[src/sm3_pkg.sv]
package sm3_pkg;

    // round constants
    localparam logic [31:0] T_LOW  = 32'h79CC4519;
    localparam logic [31:0] T_HIGH = 32'h7A879D8A;

    // eight 32-bit words: chaining value or working registers a..h (index 0 = a)
    typedef logic [7:0][31:0] t_words;

    // standard initial value
    localparam t_words SM3_IV = '{
        32'hB0FB0E4E, 32'hE38DEE4D, 32'h163138AA, 32'hA96F30BC,
        32'hDA8A0600, 32'h172442D7, 32'h4914B2B9, 32'h7380166F
    };

    // rotate left, count taken mod 32
    function automatic logic [31:0] rotl32(logic [31:0] x, logic [4:0] n);
        logic [5:0] rn;
        rn = 6'd32 - {1'b0, n};
        rotl32 = (x << n) | (x >> rn);
    endfunction

    function automatic logic [31:0] perm0(logic [31:0] x);
        perm0 = x ^ rotl32(x, 5'd9) ^ rotl32(x, 5'd17);
    endfunction

    function automatic logic [31:0] perm1(logic [31:0] x);
        perm1 = x ^ rotl32(x, 5'd15) ^ rotl32(x, 5'd23);
    endfunction

endpackage

[src/sm3_msg_if.sv]
interface sm3_msg_if;
    logic        valid;
    logic        ready;
    logic [31:0] message_word;
    logic        first_block;

    modport source (output valid, output message_word, output first_block, input ready);
    modport sink   (input valid, input message_word, input first_block, output ready);
endinterface

[src/sm3_dig_if.sv]
interface sm3_dig_if;
    logic        valid;
    logic        ready;
    logic [31:0] digest_word;
    logic        last_word;

    modport source (output valid, output digest_word, output last_word, input ready);
    modport sink   (input valid, input digest_word, input last_word, output ready);
endinterface

[src/sm3_sched.sv]
module sm3_sched
    import sm3_pkg::*;
(
    input  logic        i_clk,
    input  logic        i_load,
    input  logic [31:0] i_word,
    input  logic        i_adv,
    output logic [31:0] o_wj,
    output logic [31:0] o_wpj
);

    // sliding window: r_win[0] holds W[j], r_win[15] holds W[j+15]
    logic [15:0][31:0] r_win;
    logic [15:0][31:0] n_win;
    logic [31:0]       exp_word;

    // next schedule word W[j+16]
    assign exp_word = perm1(r_win[0] ^ r_win[7] ^ rotl32(r_win[13], 5'd15))
                    ^ rotl32(r_win[3], 5'd7) ^ r_win[10];

    // shift in either a message word or an expanded word
    always_comb begin
        n_win = r_win;
        if (i_load) begin
            n_win = {i_word, r_win[15:1]};
        end else if (i_adv) begin
            n_win = {exp_word, r_win[15:1]};
        end
    end

    always_ff @(posedge i_clk) begin
        r_win <= n_win;
    end

    assign o_wj  = r_win[0];
    assign o_wpj = r_win[0] ^ r_win[4];

endmodule

[src/sm3_round.sv]
module sm3_round
    import sm3_pkg::*;
(
    input  t_words      i_v,
    input  logic [5:0]  i_round,
    input  logic [31:0] i_wj,
    input  logic [31:0] i_wpj,
    output t_words      o_v
);

    logic        early;
    logic [31:0] a, b, c, d, e, f, g, h;
    logic [31:0] tj, a12, ss1, ss2, ffv, ggv, tt1, tt2;

    always_comb begin
        a = i_v[0]; b = i_v[1]; c = i_v[2]; d = i_v[3];
        e = i_v[4]; f = i_v[5]; g = i_v[6]; h = i_v[7];
        early = (i_round[5:4] == 2'b00);
        tj  = early ? T_LOW : T_HIGH;
        a12 = rotl32(a, 5'd12);
        ss1 = rotl32(a12 + e + rotl32(tj, i_round[4:0]), 5'd7);
        ss2 = ss1 ^ a12;
        // boolean functions differ between the first 16 rounds and the rest
        if (early) begin
            ffv = a ^ b ^ c;
            ggv = e ^ f ^ g;
        end else begin
            ffv = (a & b) | (a & c) | (b & c);
            ggv = (e & f) | (~e & g);
        end
        tt1 = ffv + d + ss2 + i_wpj;
        tt2 = ggv + h + ss1 + i_wj;
        o_v[0] = tt1;
        o_v[1] = a;
        o_v[2] = rotl32(b, 5'd9);
        o_v[3] = c;
        o_v[4] = perm0(tt2);
        o_v[5] = e;
        o_v[6] = rotl32(f, 5'd19);
        o_v[7] = g;
    end

endmodule

[src/sm3_block_compression_core.sv]
// channel   dir  payload                          transfer when
// i_msg     in   message_word[31:0], first_block  i_msg.valid & i_msg.ready
// o_dig     out  digest_word[31:0], last_word     o_dig.valid & o_dig.ready
//
// words 0..14 of a block fill the schedule; the 16th word starts 64 rounds,
// one round per cycle through a single shared round unit
// the eight chaining words follow, one per cycle while o_dig.ready is high
// input is held off during rounds and while digest words are delivered
// i_rst_n (synchronous) restores the IV and clears the word count
module sm3_block_compression_core
    import sm3_pkg::*;
(
    input  logic  i_clk,
    input  logic  i_rst_n,
    sm3_msg_if.sink   i_msg,
    sm3_dig_if.source o_dig
);

    localparam logic [1:0] S_LOAD  = 2'd0;
    localparam logic [1:0] S_ROUND = 2'd1;
    localparam logic [1:0] S_OUT   = 2'd2;

    logic [1:0] r_state, n_state;
    logic [3:0] r_cnt, n_cnt;
    logic [5:0] r_round, n_round;
    logic [2:0] r_idx, n_idx;
    t_words     r_cv, n_cv;
    t_words     r_work, n_work;

    logic        in_xfer, out_xfer, adv;
    logic [3:0]  eff_cnt;
    logic [31:0] wj, wpj;
    t_words      round_v;

    assign in_xfer  = i_msg.valid && i_msg.ready;
    assign out_xfer = o_dig.valid && o_dig.ready;
    assign adv      = (r_state == S_ROUND);

    // a restart word is always word 0 of a fresh block
    assign eff_cnt = i_msg.first_block ? 4'd0 : r_cnt;

    sm3_sched u_sched (
        .i_clk  (i_clk),
        .i_load (in_xfer),
        .i_word (i_msg.message_word),
        .i_adv  (adv),
        .o_wj   (wj),
        .o_wpj  (wpj)
    );

    sm3_round u_round (
        .i_v     (r_work),
        .i_round (r_round),
        .i_wj    (wj),
        .i_wpj   (wpj),
        .o_v     (round_v)
    );

    // sequencer
    always_comb begin
        n_state = r_state;
        n_cnt   = r_cnt;
        n_round = r_round;
        n_idx   = r_idx;
        n_cv    = r_cv;
        n_work  = r_work;
        case (r_state)
            S_LOAD: begin
                if (in_xfer) begin
                    if (i_msg.first_block) begin
                        n_cv = SM3_IV;
                    end
                    n_cnt = eff_cnt + 4'd1;
                    if (eff_cnt == 4'd15) begin
                        n_work  = r_cv;
                        n_round = '0;
                        n_state = S_ROUND;
                    end
                end
            end
            S_ROUND: begin
                n_work  = round_v;
                n_round = r_round + 6'd1;
                if (r_round == 6'd63) begin
                    n_cv    = r_cv ^ round_v;
                    n_idx   = '0;
                    n_state = S_OUT;
                end
            end
            S_OUT: begin
                if (out_xfer) begin
                    n_idx = r_idx + 3'd1;
                    if (r_idx == 3'd7) begin
                        n_state = S_LOAD;
                    end
                end
            end
            default: begin
                n_state = S_LOAD;
            end
        endcase
    end

    // control and chaining state
    always_ff @(posedge i_clk) begin
        if (!i_rst_n) begin
            r_state <= S_LOAD;
            r_cnt   <= '0;
            r_round <= '0;
            r_idx   <= '0;
            r_cv    <= SM3_IV;
        end else begin
            r_state <= n_state;
            r_cnt   <= n_cnt;
            r_round <= n_round;
            r_idx   <= n_idx;
            r_cv    <= n_cv;
        end
    end

    // working registers a..h
    always_ff @(posedge i_clk) begin
        r_work <= n_work;
    end

    assign i_msg.ready       = (r_state == S_LOAD);
    assign o_dig.valid       = (r_state == S_OUT);
    assign o_dig.digest_word = r_cv[r_idx];
    assign o_dig.last_word   = (r_idx == 3'd7);

endmodule

[src/flat_wrapper.sv]
// flat-port wrapper written by rule: the top's interface ports become plain ports
module sm3_block_compression_core_flat import sm3_pkg::*;
  (i_clk, i_rst_n, i_msg_valid, i_msg_message_word, i_msg_first_block, i_msg_ready, o_dig_valid, o_dig_digest_word, o_dig_last_word, o_dig_ready);
  sm3_msg_if i_msg_i ();
  sm3_dig_if o_dig_i ();
  input  logic i_clk;
  input  logic i_rst_n;
  input wire logic [$bits(i_msg_i.valid)-1:0] i_msg_valid;
  input wire logic [$bits(i_msg_i.message_word)-1:0] i_msg_message_word;
  input wire logic [$bits(i_msg_i.first_block)-1:0] i_msg_first_block;
  output wire logic [$bits(i_msg_i.ready)-1:0] i_msg_ready;
  output wire logic [$bits(o_dig_i.valid)-1:0] o_dig_valid;
  output wire logic [$bits(o_dig_i.digest_word)-1:0] o_dig_digest_word;
  output wire logic [$bits(o_dig_i.last_word)-1:0] o_dig_last_word;
  input wire logic [$bits(o_dig_i.ready)-1:0] o_dig_ready;
  assign i_msg_i.valid = i_msg_valid;
  assign i_msg_i.message_word = i_msg_message_word;
  assign i_msg_i.first_block = i_msg_first_block;
  assign i_msg_ready = i_msg_i.ready;
  assign o_dig_valid = o_dig_i.valid;
  assign o_dig_digest_word = o_dig_i.digest_word;
  assign o_dig_last_word = o_dig_i.last_word;
  assign o_dig_i.ready = o_dig_ready;
  sm3_block_compression_core u_core (.i_clk(i_clk), .i_rst_n(i_rst_n), .i_msg(i_msg_i), .o_dig(o_dig_i));
endmodule
[config.mk]
export PLATFORM = sky130hd
export DESIGN_NAME = sm3_block_compression_core_flat
export DESIGN_NICKNAME = d
export VERILOG_FILES = /design/src/sm3_pkg.sv /design/src/sm3_msg_if.sv /design/src/sm3_dig_if.sv /design/src/sm3_sched.sv /design/src/sm3_round.sv /design/src/sm3_block_compression_core.sv /design/src/flat_wrapper.sv
export SDC_FILE = /design/constraint.sdc
export NUM_CORES = 2
export LEC_CHECK = 0
export ABC_AREA = 1
export BUFFER_PORTS_ARGS = -buffer_cell sky130_fd_sc_hd__clkbuf_2
export CAP_MARGIN = 20
export CORE_ASPECT_RATIO = 1.25
export CORE_MARGIN = 5
export CORE_UTILIZATION = 60
export CTS_BUF_LIST = sky130_fd_sc_hd__clkbuf_16
export DETAILED_ROUTE_END_ITERATION = 10
export GPL_TIMING_DRIVEN = 0
export MAX_ROUTING_LAYER = met4
export PLACE_DENSITY = 0.72
export SLEW_MARGIN = 20
export SYNTH_ARGS = -nofsm -noshare
export SYNTH_HDL_FRONTEND = slang
export SYNTH_SLANG_ARGS = --single-unit
[constraint.sdc]
create_clock -name i_clk -period 24.7 [get_ports i_clk]
set_input_delay 1.235 -clock i_clk [delete_from_list [all_inputs] [get_ports i_clk]]
set_output_delay 1.235 -clock i_clk [all_outputs]
set_load 0.02 [all_outputs]
# After elaboration in Yosys (flattened, before gate mapping)
# Index checks and enable logic that the tools add are counted.
# op_classes
n_mux	27
n_eq_ne	11
addsub	12
order_cmp	1
reduce_logical	12
bitwise_logic	35
shift	2
# op_table
operator	n
$mux 256	5
$mux 512	2
$pmux 256 s2	2
$xor 32x32->32	14
$add 32x32->32	8
$xor 256x256->256	1
$and 32x32->32	5
$or 32x32->32	4
$bmux 32 s3	1
$mux 32	3
$or 32x15->32	2
$or 32x7->32	2
$or 32x9->32	2
$not 32->32	1
$or 32x12->32	1
$or 32x17->32	1
$or 32x19->32	1
$or 32x23->32	1
$shl 31x5->32	1
$shr 31x6->32	1
$mux 26	1
$mux 6	2
$ne 2x2->1 const B	6
$pmux 6 s2	1
other kinds (22)	32
# totals
out_inout_bits	35
word_cells	136
ff_bits	1039
input_bits	37

# Depth between registers and ports, before layout
# depth
ltp_word	14
mapped_depth	55
ltp_nobuf	53

# By module
# A second synthesis with hierarchy kept.
# unflattened
cells_unflattened	7806
hier_area_um2	63459.6
# by_module_without_submodules
module	area_each_um2	instances	cells_per_inst	seq_area_each_um2
sm3_block_compression_core	27431.3	1	3727	13112.6
sm3_sched	19208.4	1	1390	15374.7
sm3_round	16819.9	1	2689	0.0

# Worst setup path after synthesis
# OpenSTA, ideal clock, no wires.
# synth_path
kind	in2reg
startpoint	input port i_msg_valid
endpoint	register u_core.r_round[4]
path_stages	7
path_slack_ps	4061
path_buffers	0
arrival_ps	20261
setup_ps	377
required_time_ps	24323
path_cell_list	inv_1 nor2_1 inv_2 nand2_1 nand2_1 inv_1 a221oi_1
# synth_via
elab_chain_cells	3
# synth_lines
element	line	source
from (decl)	flat_wrapper.sv:8	input wire logic [$bits(i_msg_i.valid)-1:0] i_msg_valid;
$logic_and 1x1->1	sm3_block_compression_core.sv:35	assign in_xfer = i_msg.valid && i_msg.ready;
$ne 2x2->1 (no source line)	-	
$reduce_and 3->1 (no source line)	-	
to (signal assigned)	sm3_block_compression_core.sv:115	r_round <= n_round;
to (decl)	sm3_block_compression_core.sv:25	logic [5:0] r_round, n_round;
# Every way passes these cells.
# A chain may end at the register's enable or synchronous reset.

# Worst setup path after layout
# layout_path
startpoint	register u_core.r_round[4]
endpoint	register u_core.r_cv[152] (netlist bit)
# layout_via
elab_chain_cells	14
word_cells_on_any_way	22
classes_between	add/sub (5); eq/ne (2); shift (2); mux (4); bitwise (7); reduce/logical (2)
# layout_lines
element	line	source
parallel branches: the longest is 14 deep, another holds $add 32x32->32	-	
to (signal assigned)	sm3_block_compression_core.sv:117	r_cv <= n_cv;
to (decl)	sm3_block_compression_core.sv:27	t_words r_cv, n_cv;
# Several ways; the timed one is not identified. The select of a mux whose other input is x is not followed.

==> results by group <==
Run status
  • Outcome: complete, no violations

Logic synthesis
  • Sequential area share after synthesis: 51.2%
  • FFs w/ async S/R, synth: 0%
  • Synth Net Count: 6,283
  • Synth area leader: edfxtp_1
  • Synth area leaders: edfxtp_1 (41%), dfxtp_1 (9.7%), nand2_1 (8.5%)
  • Combinational family with the most area after synthesis: simple AND/OR/NAND/NOR gates
  • Top cell type's share of synthesized area: 41.4%
  • Simple-gate share of the synthesized area: 14.3%
  • Top FF cell, synth: edfxtp_1
  • Most frequent cell after synthesis: nand2_1
  • Synth Area in Compound Gates: 12.7%
  • Number of distinct library cells after synthesis: 59
  • Ys Warns: 0
  • Post-Syn Instances: 5,955
  • Syn avg cell area: 9.35 um^2
  • Synth Area in XOR/XNOR: 5.29%
  • Post-synth EDFFs: 768
  • Synth top cells by count: nand2_1 (1,266), inv_1 (786), edfxtp_1 (768)
  • Synthesized cell area: 55,700 um^2
  • Adder-cell share of the synthesized area: 9.08%
  • Flops & latches, synth: 1,039
  • Mux share of post-synthesis cell area: 0.378%

Placed design
  • HPWL Detailed: 176,000 um
  • Port Buffers: 71
  • Area of placed instances: 57,800 um^2
  • Gpl congestion: 1.25
  • Place WS: 13.11 ns
  • Placed insts: 7,243

Die
  • IO Pins: 72
  • Die H: 351 um
  • Site Rows: 125
  • Core Footprint: 92,600 um^2
  • Die area: 99,000 um^2
  • Die Wd: 282 um
  • Starting density of the core: 60.1%

Global routing
  • Largest net degree at the start of global routing: 95
  • Grt ovf: 0
  • GR Util met2: 69.3%
  • Initial antenna violation count: 17
  • First-pass GRT wire length: 323,000 um
  • Vias in the first global route: 44,100
  • Met1 Usage GRT: 54.0%
  • Busiest grt layer: met2
  • Met3 usage: 16.3%
  • GRT Total Usage: 48.4%

Routing
  • DRC: 0
  • Detailed-route via count: 47,600
  • WL/cell: 31.4 um
  • Vias/cell: 6.39
  • DR iter-0 viols: 8,434
  • Antenna viol nets, final: 0
  • Routed WL: 234,000 um
  • Pre-antenna DRT Iters: 9

STA
  • Post-Route Skew: 0.0614 ns
  • RSZ-0062 raised after global routing: no
  • Worst slew pin tran: 1.36 ns
  • Worst hold margin: 0.397 ns
  • Crit path time final: 12.26 ns
  • Max frequency: 0.0816 GHz
  • Final setup margin: 12.44 ns
  • Final Hold Fails: 0
  • Slew Limit Fails: 0
  • Final setup fails: 0
  • Slew headroom: 8.83%
  • Period utilisation layout: 49.6%

Layout
  • Nets: 6,472
  • Layout cell share with drive strength beyond 1: 6.12%
  • Post-Layout Inst Area: 61,600 um^2
  • Area delta synth->final: 10.7%
  • Post-Layout Cell Count: 7,452

Worst setup path
  • Most used cell, CP: nand2_1
  • Worst EP required: 25.29 ns
  • Family with the most delay on the worst path: adder cells
  • Startpoint types: flip-flop
  • Slowest-stage cell, CP: xnor2_1
  • Crit path DAT: 12.85 ns
  • Crit. End Element: flip-flop
  • Bufs and invs on worst path: 8
  • CP max FO: 13
  • Largest stage delay on the critical path: 0.98 ns
  • Critical path class: flip-flop to flip-flop

CTS
  • Root buf cell: clkbuf_16
  • Worst-path clk slew: 0.07 ns
  • Max Root-Sink Buffers: 3
  • Clk sink count: 1,039
  • Post-CTS setup buffers: 0
  • Post-cts sizing count: 0
  • Clk_lat worst skew: 0.76 ns
  • CTS Hold Buffers Added: 0
  • CTS tree: done
  • Num CTS Buffers: 100
  • H-tree depth: 3

Job
  • Total of max-cap violations: 0

Hold path
  • Min-delay worst type: flip-flop to flip-flop
[registers in the layout, summed over array words and instances, names as in the netlist]
register	cells
u_core.u_sched.r_win	480
u_core.r_cv	256
u_core.r_work	256
u_core.u_sched.o_wj	32
u_core.r_round	6
u_core.r_cnt	4
u_core.r_idx	3
u_core.r_state	2
[logic make-up after synthesis]
kind of cell,after synthesis
xor+xnor,333
fa+ha+maj,291
mux,21
buf+inv,1022
simple gates,1931
flops,1039
compound gates,1318
[per-stage QoR]
stage | util, % | TNS [ns]
after floorplan | - | 0
after global placement | 62.1 | -1032.16
after detailed placement | 62.5 | 0
after CTS | 66.4 | 0
after global routing | 66.5 | 0
final | 66.5 | 0
[final timing paths]
kind | start | to | slack, ns | cells after the start
worst max-delay path | u_core.r_round[4] | u_core.r_cv[152] | 12.44 | 43
worst min-delay path | u_core.u_sched.r_win[493] | u_core.u_sched.r_win[461] | 0.40 | 0
worst max register to register | u_core.r_round[4] | u_core.r_cv[152] | 12.44 | 43
worst min register to register | u_core.u_sched.r_win[493] | u_core.u_sched.r_win[461] | 0.40 | 0
[layer usage]
metal | wire, um | part of all wire [%]
met1 | 75200 | 32
met2 | 100000 | 43
met3 | 30600 | 13
met4 | 27900 | 12
met5 | 0 | 0
[cell type report]
type                    instances  area (um^2)
fillers                      7322        31000
diodes                         16         40.0
multi-input cells            3894        23300
well taps                    1206         1510
inverters                     800         3010
clock buffers                 100         2500
clock inverters                88         1100
flip-flops and latches       1039        28500
repair buffers                 87          706
plain buffers                 222          907
[placed cells by master (no fill, tap or decap), types with 103 or more instances in the layout]
cell type | synthesis | routed
nor2_1 | 194 | 194
fa_1 | 188 | 188
clkbuf_1 | 148 | 146
a21oi_1 | 379 | 379
o21ai_0 | 712 | 705
inv_1 | 786 | 793
nand3_1 | 351 | 351
nand2_1 | 1266 | 1265
xor2_1 | 255 | 249
dfxtp_1 | 271 | 271
edfxtp_1 | 768 | 768
ha_1 | 103 | 103
[worst register-to-register path, delay by kind of cell (launching register included)]
kind	cells	cell delay [ns]
adders and majority gates	7	3.47
DFF	1	0.36
buffers and inverters	8	2.88
and+or+nand+nor	20	2.43
AOI/OAI and AO/OA	5	0.97
xor gates and xnor gates	3	2.03
Power is not shown: default switching activity piles up to over one toggle a cycle in this logic, so the estimate is an artifact.
